==> src/hw/rtl/fbtp_pkg.sv <==
// Shared constants, types and the character decoder of the five-bit text packer.
`default_nettype none

package fbtp_pkg;

	localparam int BYTE_W = 8;
	localparam int CODE_W = 5;

	// Five-bit codes
	localparam logic [CODE_W-1:0] CODE_AT     = 5'd26;
	localparam logic [CODE_W-1:0] CODE_HASH   = 5'd27;
	localparam logic [CODE_W-1:0] CODE_COMMA  = 5'd28;
	localparam logic [CODE_W-1:0] CODE_PERIOD = 5'd29;
	localparam logic [CODE_W-1:0] CODE_SPACE  = 5'd30;
	localparam logic [CODE_W-1:0] CODE_ESCAPE = 5'd31;

	// ASCII characters of interest
	localparam logic [BYTE_W-1:0] CHAR_NEWLINE = 8'h0A;
	localparam logic [BYTE_W-1:0] CHAR_SPACE   = 8'h20;
	localparam logic [BYTE_W-1:0] CHAR_HASH    = 8'h23;
	localparam logic [BYTE_W-1:0] CHAR_COMMA   = 8'h2C;
	localparam logic [BYTE_W-1:0] CHAR_PERIOD  = 8'h2E;
	localparam logic [BYTE_W-1:0] CHAR_ZERO    = 8'h30;
	localparam logic [BYTE_W-1:0] CHAR_NINE    = 8'h39;
	localparam logic [BYTE_W-1:0] CHAR_AT      = 8'h40;
	localparam logic [BYTE_W-1:0] CHAR_A       = 8'h61;
	localparam logic [BYTE_W-1:0] CHAR_Z       = 8'h7A;

	typedef struct packed {
		logic              hit;
		logic [CODE_W-1:0] code;
	} char_code_t;

	// Map a character to its code; hit is low for characters without one
	function automatic char_code_t code_lookup(input logic [BYTE_W-1:0] ch);
		char_code_t r;
		logic [BYTE_W-1:0] ofs;
		ofs = ch - CHAR_A;
		r.hit = 1'b1;
		r.code = CODE_AT;
		unique case (ch) inside
			[CHAR_A:CHAR_Z]: r.code = ofs[CODE_W-1:0];
			CHAR_AT, CHAR_NEWLINE: r.code = CODE_AT;
			CHAR_HASH: r.code = CODE_HASH;
			CHAR_COMMA: r.code = CODE_COMMA;
			CHAR_PERIOD: r.code = CODE_PERIOD;
			CHAR_SPACE: r.code = CODE_SPACE;
			default: r.hit = 1'b0;
		endcase
		return r;
	endfunction

endpackage

`default_nettype wire

==> src/hw/rtl/five_bit_text_packer_top.sv <==
// Five-bit text packer: packs ASCII text into 5-bit codes, MSB first, byte by byte.
//
// Input channel (text_valid/text_stall): one character per transaction with
// end_of_text marking the last one. Output channel (packed_valid/packed_stall):
// one packed byte per transaction, final_byte on the last byte of a text.
// A character is taken every cycle while the segment queue has room. The front
// end turns each character into 0 to 15+NUMBER_WIDTH code bits; the packer
// emits at most one byte per cycle, so characters that yield more than one
// byte (number flushes, end of text) hold up the queue while they drain, and
// text_stall rises only when the queue is full.
// The first byte of a transaction passes the queue write, the accumulator
// merge and the output register before it appears.
// While packed_stall is high the output register holds its byte; the front
// end keeps accepting characters until the QUEUE_DEPTH entries are filled.
// Reset clears the digit run, the queue, the bit accumulator and the output
// valid; the next character starts a new text. Each end_of_text also clears
// the digit run and, after the padded final byte, the bit accumulator.
`default_nettype none

module five_bit_text_packer_top #(
	parameter int NUMBER_WIDTH = 10,
	parameter int QUEUE_DEPTH = 4
) (
	input  wire logic       clk,
	input  wire logic       arst_n,
	input  wire logic       text_valid,
	output logic            text_stall,
	input  wire logic [7:0] text_byte,
	input  wire logic       end_of_text,
	output logic            packed_valid,
	input  wire logic       packed_stall,
	output logic [7:0]      packed_byte,
	output logic            final_byte
);

	localparam int SEG_W = 3 * fbtp_pkg::CODE_W + NUMBER_WIDTH;
	localparam int LEN_W = $clog2(SEG_W + 1);

	logic             q_full;
	logic             q_not_empty;
	logic             push;
	logic [SEG_W-1:0] push_seg;
	logic [LEN_W-1:0] push_len;
	logic             push_last;
	logic             pop;
	logic [SEG_W-1:0] pop_seg;
	logic [LEN_W-1:0] pop_len;
	logic             pop_last;

	assign text_stall = q_full;

	fbtp_front #(
		.NUMBER_WIDTH(NUMBER_WIDTH),
		.SEG_W(SEG_W),
		.LEN_W(LEN_W)
	) u_front (
		.clk(clk),
		.arst_n(arst_n),
		.text_valid(text_valid),
		.text_byte(text_byte),
		.end_of_text(end_of_text),
		.accept(!q_full),
		.push(push),
		.push_seg(push_seg),
		.push_len(push_len),
		.push_last(push_last)
	);

	fbtp_queue #(
		.SEG_W(SEG_W),
		.LEN_W(LEN_W),
		.DEPTH(QUEUE_DEPTH)
	) u_queue (
		.clk(clk),
		.arst_n(arst_n),
		.push(push),
		.push_seg(push_seg),
		.push_len(push_len),
		.push_last(push_last),
		.full(q_full),
		.not_empty(q_not_empty),
		.pop(pop),
		.pop_seg(pop_seg),
		.pop_len(pop_len),
		.pop_last(pop_last)
	);

	fbtp_back #(
		.SEG_W(SEG_W),
		.LEN_W(LEN_W)
	) u_back (
		.clk(clk),
		.arst_n(arst_n),
		.q_valid(q_not_empty),
		.q_seg(pop_seg),
		.q_len(pop_len),
		.q_last(pop_last),
		.pop(pop),
		.packed_valid(packed_valid),
		.packed_stall(packed_stall),
		.packed_byte(packed_byte),
		.final_byte(final_byte)
	);

endmodule

`default_nettype wire

==> src/hw/rtl/fbtp_front.sv <==
// Front end: classifies characters, tracks digit runs and builds bit segments.
`default_nettype none

module fbtp_front #(
	parameter int NUMBER_WIDTH = 10,
	parameter int SEG_W = 25,
	parameter int LEN_W = 5
) (
	input  wire logic             clk,
	input  wire logic             arst_n,
	input  wire logic             text_valid,
	input  wire logic [7:0]       text_byte,
	input  wire logic             end_of_text,
	input  wire logic             accept,
	output logic                  push,
	output logic [SEG_W-1:0]      push_seg,
	output logic [LEN_W-1:0]      push_len,
	output logic                  push_last
);

	localparam int CW = fbtp_pkg::CODE_W;
	localparam logic [LEN_W-1:0] LEN_CODE = LEN_W'(CW);
	localparam logic [LEN_W-1:0] LEN_FLUSH = LEN_W'(CW + NUMBER_WIDTH);

	logic [NUMBER_WIDTH-1:0] num_q;
	logic                    in_num_q;

	fbtp_pkg::char_code_t    cc;
	logic                    is_digit;
	logic [NUMBER_WIDTH-1:0] num_next;
	logic [NUMBER_WIDTH-1:0] flush_val;
	logic                    has_f;
	logic                    has_c;
	logic                    has_a;
	logic [LEN_W-1:0]        off_c;
	logic [LEN_W-1:0]        off_a;
	logic [SEG_W-1:0]        seg_f;
	logic [SEG_W-1:0]        seg_c;
	logic [SEG_W-1:0]        seg_a;

	// Classify the character and extend the digit run
	always_comb begin
		cc = fbtp_pkg::code_lookup(text_byte);
		is_digit = (text_byte >= fbtp_pkg::CHAR_ZERO) && (text_byte <= fbtp_pkg::CHAR_NINE);
		num_next = NUMBER_WIDTH'(num_q << 3) + NUMBER_WIDTH'(num_q << 1)
			+ NUMBER_WIDTH'(text_byte[3:0]);
	end

	// Build the segment: optional number flush, optional code, optional closing '@'
	always_comb begin
		flush_val = is_digit ? num_next : num_q;
		has_f = is_digit ? end_of_text : in_num_q;
		has_c = !is_digit && cc.hit;
		has_a = end_of_text && (text_byte != fbtp_pkg::CHAR_NEWLINE);
		off_c = has_f ? LEN_FLUSH : '0;
		off_a = off_c + (has_c ? LEN_CODE : '0);
		seg_f = has_f ? {fbtp_pkg::CODE_ESCAPE, flush_val, {(SEG_W-CW-NUMBER_WIDTH){1'b0}}}
			: '0;
		seg_c = has_c ? ({cc.code, {(SEG_W-CW){1'b0}}} >> off_c) : '0;
		seg_a = has_a ? ({fbtp_pkg::CODE_AT, {(SEG_W-CW){1'b0}}} >> off_a) : '0;
		push_seg = seg_f | seg_c | seg_a;
		push_len = off_a + (has_a ? LEN_CODE : '0);
		push_last = end_of_text;
		push = text_valid && accept && (has_f || has_c || has_a);
	end

	// Hold the digit run between transactions; drop it on a non-digit or at the end of text
	always_ff @(posedge clk or negedge arst_n) begin
		if (!arst_n) begin
			num_q <= '0;
			in_num_q <= 1'b0;
		end else if (text_valid && accept) begin
			in_num_q <= is_digit && !end_of_text;
			num_q <= (is_digit && !end_of_text) ? num_next : '0;
		end
	end

endmodule

`default_nettype wire

==> src/hw/rtl/fbtp_queue.sv <==
// Short queue of bit segments between front end and packer.
`default_nettype none

module fbtp_queue #(
	parameter int SEG_W = 25,
	parameter int LEN_W = 5,
	parameter int DEPTH = 4
) (
	input  wire logic             clk,
	input  wire logic             arst_n,
	input  wire logic             push,
	input  wire logic [SEG_W-1:0] push_seg,
	input  wire logic [LEN_W-1:0] push_len,
	input  wire logic             push_last,
	output logic                  full,
	output logic                  not_empty,
	input  wire logic             pop,
	output logic [SEG_W-1:0]      pop_seg,
	output logic [LEN_W-1:0]      pop_len,
	output logic                  pop_last
);

	localparam int PTR_W = $clog2(DEPTH);
	localparam int CNT_W = $clog2(DEPTH + 1);
	localparam logic [CNT_W-1:0] CNT_FULL = CNT_W'(DEPTH);

	logic [SEG_W-1:0] seg_q  [DEPTH];
	logic [LEN_W-1:0] len_q  [DEPTH];
	logic             last_q [DEPTH];
	logic [PTR_W-1:0] wr_ptr_q;
	logic [PTR_W-1:0] rd_ptr_q;
	logic [CNT_W-1:0] count_q;

	always_comb begin
		full = (count_q == CNT_FULL);
		not_empty = (count_q != '0);
		pop_seg = seg_q[rd_ptr_q];
		pop_len = len_q[rd_ptr_q];
		pop_last = last_q[rd_ptr_q];
	end

	// Store entries
	always_ff @(posedge clk) begin
		if (push) begin
			seg_q[wr_ptr_q] <= push_seg;
			len_q[wr_ptr_q] <= push_len;
			last_q[wr_ptr_q] <= push_last;
		end
	end

	// Advance pointers and occupancy
	always_ff @(posedge clk or negedge arst_n) begin
		if (!arst_n) begin
			wr_ptr_q <= '0;
			rd_ptr_q <= '0;
			count_q <= '0;
		end else begin
			if (push) begin
				wr_ptr_q <= (wr_ptr_q == PTR_W'(DEPTH - 1)) ? '0 : wr_ptr_q + 1'b1;
			end
			if (pop) begin
				rd_ptr_q <= (rd_ptr_q == PTR_W'(DEPTH - 1)) ? '0 : rd_ptr_q + 1'b1;
			end
			if (push && !pop) begin
				count_q <= count_q + 1'b1;
			end else if (pop && !push) begin
				count_q <= count_q - 1'b1;
			end
		end
	end

endmodule

`default_nettype wire

==> src/hw/rtl/fbtp_back.sv <==
// Back end: merges segments into a bit accumulator and emits packed bytes.
`default_nettype none

module fbtp_back #(
	parameter int SEG_W = 25,
	parameter int LEN_W = 5
) (
	input  wire logic             clk,
	input  wire logic             arst_n,
	input  wire logic             q_valid,
	input  wire logic [SEG_W-1:0] q_seg,
	input  wire logic [LEN_W-1:0] q_len,
	input  wire logic             q_last,
	output logic                  pop,
	output logic                  packed_valid,
	input  wire logic             packed_stall,
	output logic [7:0]            packed_byte,
	output logic                  final_byte
);

	localparam int BW = fbtp_pkg::BYTE_W;
	localparam int ACC_W = SEG_W + BW - 1;
	localparam int CNT_W = $clog2(ACC_W + 1);
	localparam logic [CNT_W-1:0] CNT_BYTE = CNT_W'(BW);

	logic [ACC_W-1:0] acc_q;
	logic [CNT_W-1:0] cnt_q;
	logic             last_q;
	logic             out_valid_q;
	logic [BW-1:0]    byte_q;
	logic             final_q;

	logic             out_free;
	logic             emit;
	logic [BW-1:0]    emit_byte;
	logic             emit_final;
	logic [ACC_W-1:0] acc_a;
	logic [CNT_W-1:0] cnt_a;
	logic             last_a;
	logic [ACC_W-1:0] acc_n;
	logic [CNT_W-1:0] cnt_n;
	logic             last_n;

	// Emit the top byte, then merge the next segment below the remaining bits
	always_comb begin
		out_free = !out_valid_q || !packed_stall;
		emit = out_free && ((cnt_q >= CNT_BYTE) || (last_q && (cnt_q != '0)));
		emit_byte = acc_q[ACC_W-1 -: BW] | (8'hFF >> cnt_q);
		emit_final = last_q && (cnt_q <= CNT_BYTE);
		acc_a = emit ? (acc_q << BW) : acc_q;
		cnt_a = emit ? ((cnt_q > CNT_BYTE) ? cnt_q - CNT_BYTE : '0) : cnt_q;
		last_a = last_q && !(emit && emit_final);
		pop = q_valid && (cnt_a < CNT_BYTE) && !last_a;
		acc_n = acc_a;
		cnt_n = cnt_a;
		last_n = last_a;
		if (pop) begin
			acc_n = acc_a | ({q_seg, {(BW-1){1'b0}}} >> cnt_a[2:0]);
			cnt_n = cnt_a + CNT_W'(q_len);
			last_n = q_last;
		end
	end

	// Hold accumulator state
	always_ff @(posedge clk or negedge arst_n) begin
		if (!arst_n) begin
			acc_q <= '0;
			cnt_q <= '0;
			last_q <= 1'b0;
		end else begin
			acc_q <= acc_n;
			cnt_q <= cnt_n;
			last_q <= last_n;
		end
	end

	// Output register: advance when empty or taken
	always_ff @(posedge clk or negedge arst_n) begin
		if (!arst_n) begin
			out_valid_q <= 1'b0;
		end else if (out_free) begin
			out_valid_q <= emit;
		end
	end

	always_ff @(posedge clk) begin
		if (out_free) begin
			byte_q <= emit_byte;
			final_q <= emit_final;
		end
	end

	assign packed_valid = out_valid_q;
	assign packed_byte = byte_q;
	assign final_byte = final_q;

endmodule

`default_nettype wire

==> config.mk <==
export PLATFORM = sky130hd
export DESIGN_NAME = five_bit_text_packer_top
export DESIGN_NICKNAME = d
export VERILOG_FILES = /design/src/hw/rtl/fbtp_pkg.sv /design/src/hw/rtl/five_bit_text_packer_top.sv /design/src/hw/rtl/fbtp_front.sv /design/src/hw/rtl/fbtp_queue.sv /design/src/hw/rtl/fbtp_back.sv
export SDC_FILE = /design/constraint.sdc
export NUM_CORES = 1
export LEC_CHECK = 0
export ABC_AREA = 1
export BUFFER_PORTS_ARGS = -buffer_cell sky130_fd_sc_hd__buf_2
export CAP_MARGIN = 15
export CORE_MARGIN = 5
export CORE_UTILIZATION = 63
export CTS_BUF_LIST = sky130_fd_sc_hd__clkbuf_16
export DETAILED_ROUTE_END_ITERATION = 8
export MAX_ROUTING_LAYER = met4
export PLACE_DENSITY = 0.84
export SLEW_MARGIN = 20
export SYNTH_ARGS = -nofsm -noshare
export SYNTH_HDL_FRONTEND = slang
export SYNTH_SLANG_ARGS = --single-unit
==> constraint.sdc <==
create_clock -name clk -period 4.6 [get_ports clk]
set_clock_uncertainty 0.2 [all_clocks]
set_input_delay 0.92 -clock clk [delete_from_list [all_inputs] [get_ports clk]]
set_output_delay 0.92 -clock clk [all_outputs]
set_load 0.01 [all_outputs]
==> results summary <==
The flow ran to the end, and the final reports show no timing, DRC or antenna violations. The count of filler cells inserted in the layout is 1024. The finished layout holds around 1200 standard cells, fillers aside. The launch instance of the worst register-to-register path is u_back.cnt_q[0]. In the synthesized netlist the async set-or-reset flop fraction comes to 0.324.

Using the TritonRoute via totals, the vias-per-cell ratio works out to roughly 6.0. The chip width came out at around 130 µm. The number of global-route vias before repair is ~7400.

The count of standard-cell rows is 44. In this run the number of H-tree levels came out at 4. The number of maximum-capacitance constraint violations is 0. The library cell used most frequently in the layout, excluding fill and tap cells, is sky130_fd_sc_hd__nand2_1. The area of the die is between 0.015 and 0.02 mm². The number of buffers created by CTS came out at 17. For this design, the CTS-stage hold fixing added 0 buffers. The first global-routing pass estimated between 30000 and 40000 µm of wire.

Detailed placement ended at an HPWL of between 10000 and 15000 µm. The height of the die came out at 132 µm. At the worst endpoint, the required time is 4680 ps. In the synthesized netlist the dominant register cell turns out to be sky130_fd_sc_hd__edfxtp_1.

The post-synth net total is 1085. The top achievable clock speed is 234 MHz. The count of input and output buffers came out at 23. Grouping stages by cell kind, the critical path spends the most delay in adder cells. The synthesized netlist occupies a cell area of approximately 0.0094 mm². The placer's final routability congestion estimate is 0.973. The path class of the tightest hold or removal check is flip-flop to flip-flop. The area of the core is 0.0146 mm². The net count of the finished layout is 1108. Counting both buffers and inverters, the worst setup path holds a total of 7. The period utilization is 0.929.

24 I/O pins were placed. Walking the worst path, the cells encountered are buf_2, inv_1, ha_1, nand2_1, nor2_1, inv_1, nor2_1, nor2_1, inv_1, nand3_1, inv_1, nand2_1, inv_1, ha_1, ha_1, nor2_1, ha_1, inv_1, fa_1, a21oi_1, o21ai_0, xor2_1. The portion of the post-synthesis area used by sequential elements came out at 0.540. The effective utilization at floorplan is 0.645. Once layout is done, the placed cells without fillers occupy between 0.01 and 0.015 mm². By startpoint and endpoint, the worst setup path is classified as input pin to flip-flop. The number of gates given a new drive strength after cts came out at 0.

In this design, the stage delay of the slowest critical-path cell is 430 ps. The initial antenna violation count is 0. The antenna violation net count after detailed routing came out at 0. The count of routing violations after the opening detailed-route iteration is 761.

The routed design has between 20000 and 25000 µm of wire. The post-CTS clock slew at the launch and capture registers of the worst setup and hold paths came out at 70 ps. The number of setup violations in the final report is 0. The post-synthesis register bit count is 179. The number of different library cells in the post-synthesis netlist came out at 43. The post-CTS setup-driven buffer insertion count is 0.

The number of clock sinks is about 180. The kind of start point of the critical path is an input pin. The worst voltage drop across the vdd grid is 0.322 mV. The maximum fanout along the worst path came out at 8. The number of DRC violations after detailed routing is 0. The largest individual stage delay along the critical path comes from the cell sky130_fd_sc_hd__fa_1.

The aggregate global routing overflow is 0. The worst setup path is captured at a flip-flop. 0 antenna diodes ended up in the layout. The fraction of final layout cells with drive strength greater than 1 came out at 0.0943. The count of warnings emitted by yosys is 0. The beginning of the worst hold path is u_front.in_num_q.

The total number of vias came out at 7414. The placed instances occupy a cell area of between 0.009 and 0.01 mm². TritonCTS built the clock tree. Among the stages of the critical path, the cell type that occurs most often is sky130_fd_sc_hd__inv_1. Entering global routing, the biggest net connects slightly below 60 pins. At the pin with the least slew margin, the transition time is just over 800 ps.

The worst path needs 4270 ps of the cycle, external delays included. Data on the critical path arrives at its endpoint at 4360 ps. The most critical setup path has its startpoint at text_byte[0].

The layout overhead on the synthesized area is 10.3%. The total power per unit cell area came out at between 500 and 600 mW/mm². Setup repair after global routing left no endpoint under its margin.

The synthesized area divided by synthesized cell count is 9.18 µm². The clock passes through at most 2 buffers. The number of pins with negative max-slew slack in the final report is 0. The count of flip-flops with a built-in enable after synthesis is about 120. The number of instances in the synthesized netlist is between 1000 and 1500. In the layout the commonest cells are sky130_fd_sc_hd__nand2_1, sky130_fd_sc_hd__edfxtp_1, sky130_fd_sc_hd__nand3_1, sky130_fd_sc_hd__o21ai_0, sky130_fd_sc_hd__inv_1. The leakage power is 4.51 nW. The headroom to the max-slew limit is 0.455. The clock latency on the worst-skew pair is ~440 ps. The number of instances in the placed design is around 1200. The overall routing resource usage came out at 0.262. The number of hold-slack violations in the final timing report is 0.

The cell at the root of the clock tree is sky130_fd_sc_hd__clkbuf_16. The average wire per standard cell came out at 17.2 µm. The first TritonRoute pass finished after 8 iterations.
==> stage by stage <==
step / setup slack, ps / TNS (ps) / power, mW / utilization / hold WS, ps
2_1_floorplan: -155 / -17330 / 4.03 / - / 244
3_3_place_gp: 364 / 0 / 4.58 / 0.671 / 266
3_5_place_dp: 160 / 0 / 4.69 / 0.671 / 267
4_1_cts: 378 / 0 / 6.16 / 0.712 / 286
5_1_grt: 37.4 / 0 / 6.60 / 0.712 / 316
6_report: 325 / 0 / 6.17 / 0.712 / 292
==> sequential cells by signal, summed over array words and instances (netlist names) <==
name / cells
u_back.packed_byte: 8
u_front.in_num_q: 1
u_back.acc_q: 32
u_back.final_byte: 1
u_queue.seg_q: 88
u_back.cnt_q: 6
u_queue.last_q: 4
u_queue.len_q: 20
u_back.last_q: 1
u_queue.rd_ptr_q: 2
u_queue.count_q: 3
u_queue.wr_ptr_q: 2
u_front.num_q: 10
u_back.packed_valid: 1
==> routing by layer <==
layer | GRT usage | wire, µm
met5 | - | 0
met2 | 0.446 | 11000
met3 | 0.0492 | 1430
met4 | 0.0911 | 501
met1 | 0.314 | 8500
==> report_power, final <==
| part | switching, mW | leakage, nW | total [mW] | internal (mW) |
|---|---|---|---|---|
| Combinational | 1.71 | 2.32 | 2.54 | 0.828 |
| Clock | 0.597 | 0.281 | 1.44 | 0.847 |
| Sequential | 0.142 | 1.91 | 2.19 | 2.05 |
==> synthesized netlist by cell type (7+ instances only) <==
library cell	count	area (µm²)
sky130_fd_sc_hd__a21oi_1	16	80.1
sky130_fd_sc_hd__clkbuf_1	29	109
sky130_fd_sc_hd__dfrtp_1	58	1450
sky130_fd_sc_hd__edfxtp_1	121	3630
sky130_fd_sc_hd__ha_1	43	538
sky130_fd_sc_hd__inv_1	90	338
sky130_fd_sc_hd__nand2_1	251	942
sky130_fd_sc_hd__nand3_1	110	551
sky130_fd_sc_hd__nor2_1	83	312
sky130_fd_sc_hd__o21ai_0	108	541
sky130_fd_sc_hd__o22a_1	18	158
sky130_fd_sc_hd__o22ai_1	11	68.8
sky130_fd_sc_hd__xnor2_1	7	61.3
sky130_fd_sc_hd__xor2_1	10	87.6
==> layout make-up <==
class / instances / area, µm² / share of cell area
Timing Repair Buffer: 44 / 323 / 0.0311
Sequential cell: 179 / 5080 / 0.490
Clock inverter: 15 / 165 / 0.0159
Inverter: 98 / 368 / 0.0354
Clock buffer: 17 / 425 / 0.0410
Tap cell: 184 / 230 / 0.0222
Multi-Input combinational cell: 708 / 3780 / 0.365
==> tightest hold or removal path, delay by kind of cell (launching register included) <==
family / cells / cell delay [ps]
DFF: 1 / 350
and+or+nand+nor: 2 / 110
==> worst paths after layout <==
kind / slack (ps) / end / cells after the start
worst max-delay path: 330 / u_queue.count_q[2] / 22
worst min-delay path: 290 / u_front.in_num_q / 2
worst max register to register: 930 / u_queue.count_q[2] / 15
worst min register to register: 290 / u_front.in_num_q / 2
max in group asynchronous: 2980 / u_back.acc_q[7] / 2
min in group asynchronous: 340 / u_front.num_q[2] / 1
==> kinds of logic (layout without fill, tap and decap cells) <==
group | after synthesis | in the layout | synth area share
buf+inv | 138 | 174 | 0.0588
flops | 179 | 179 | 0.540
xor+xnor | 17 | 17 | 0.0158
compound gates | 172 | 172 | 0.105
fa+ha+maj | 47 | 47 | 0.0657
mux | 3 | 3 | 0.00332
simple gates | 469 | 469 | 0.211
Power figures use the tool's default switching activity.
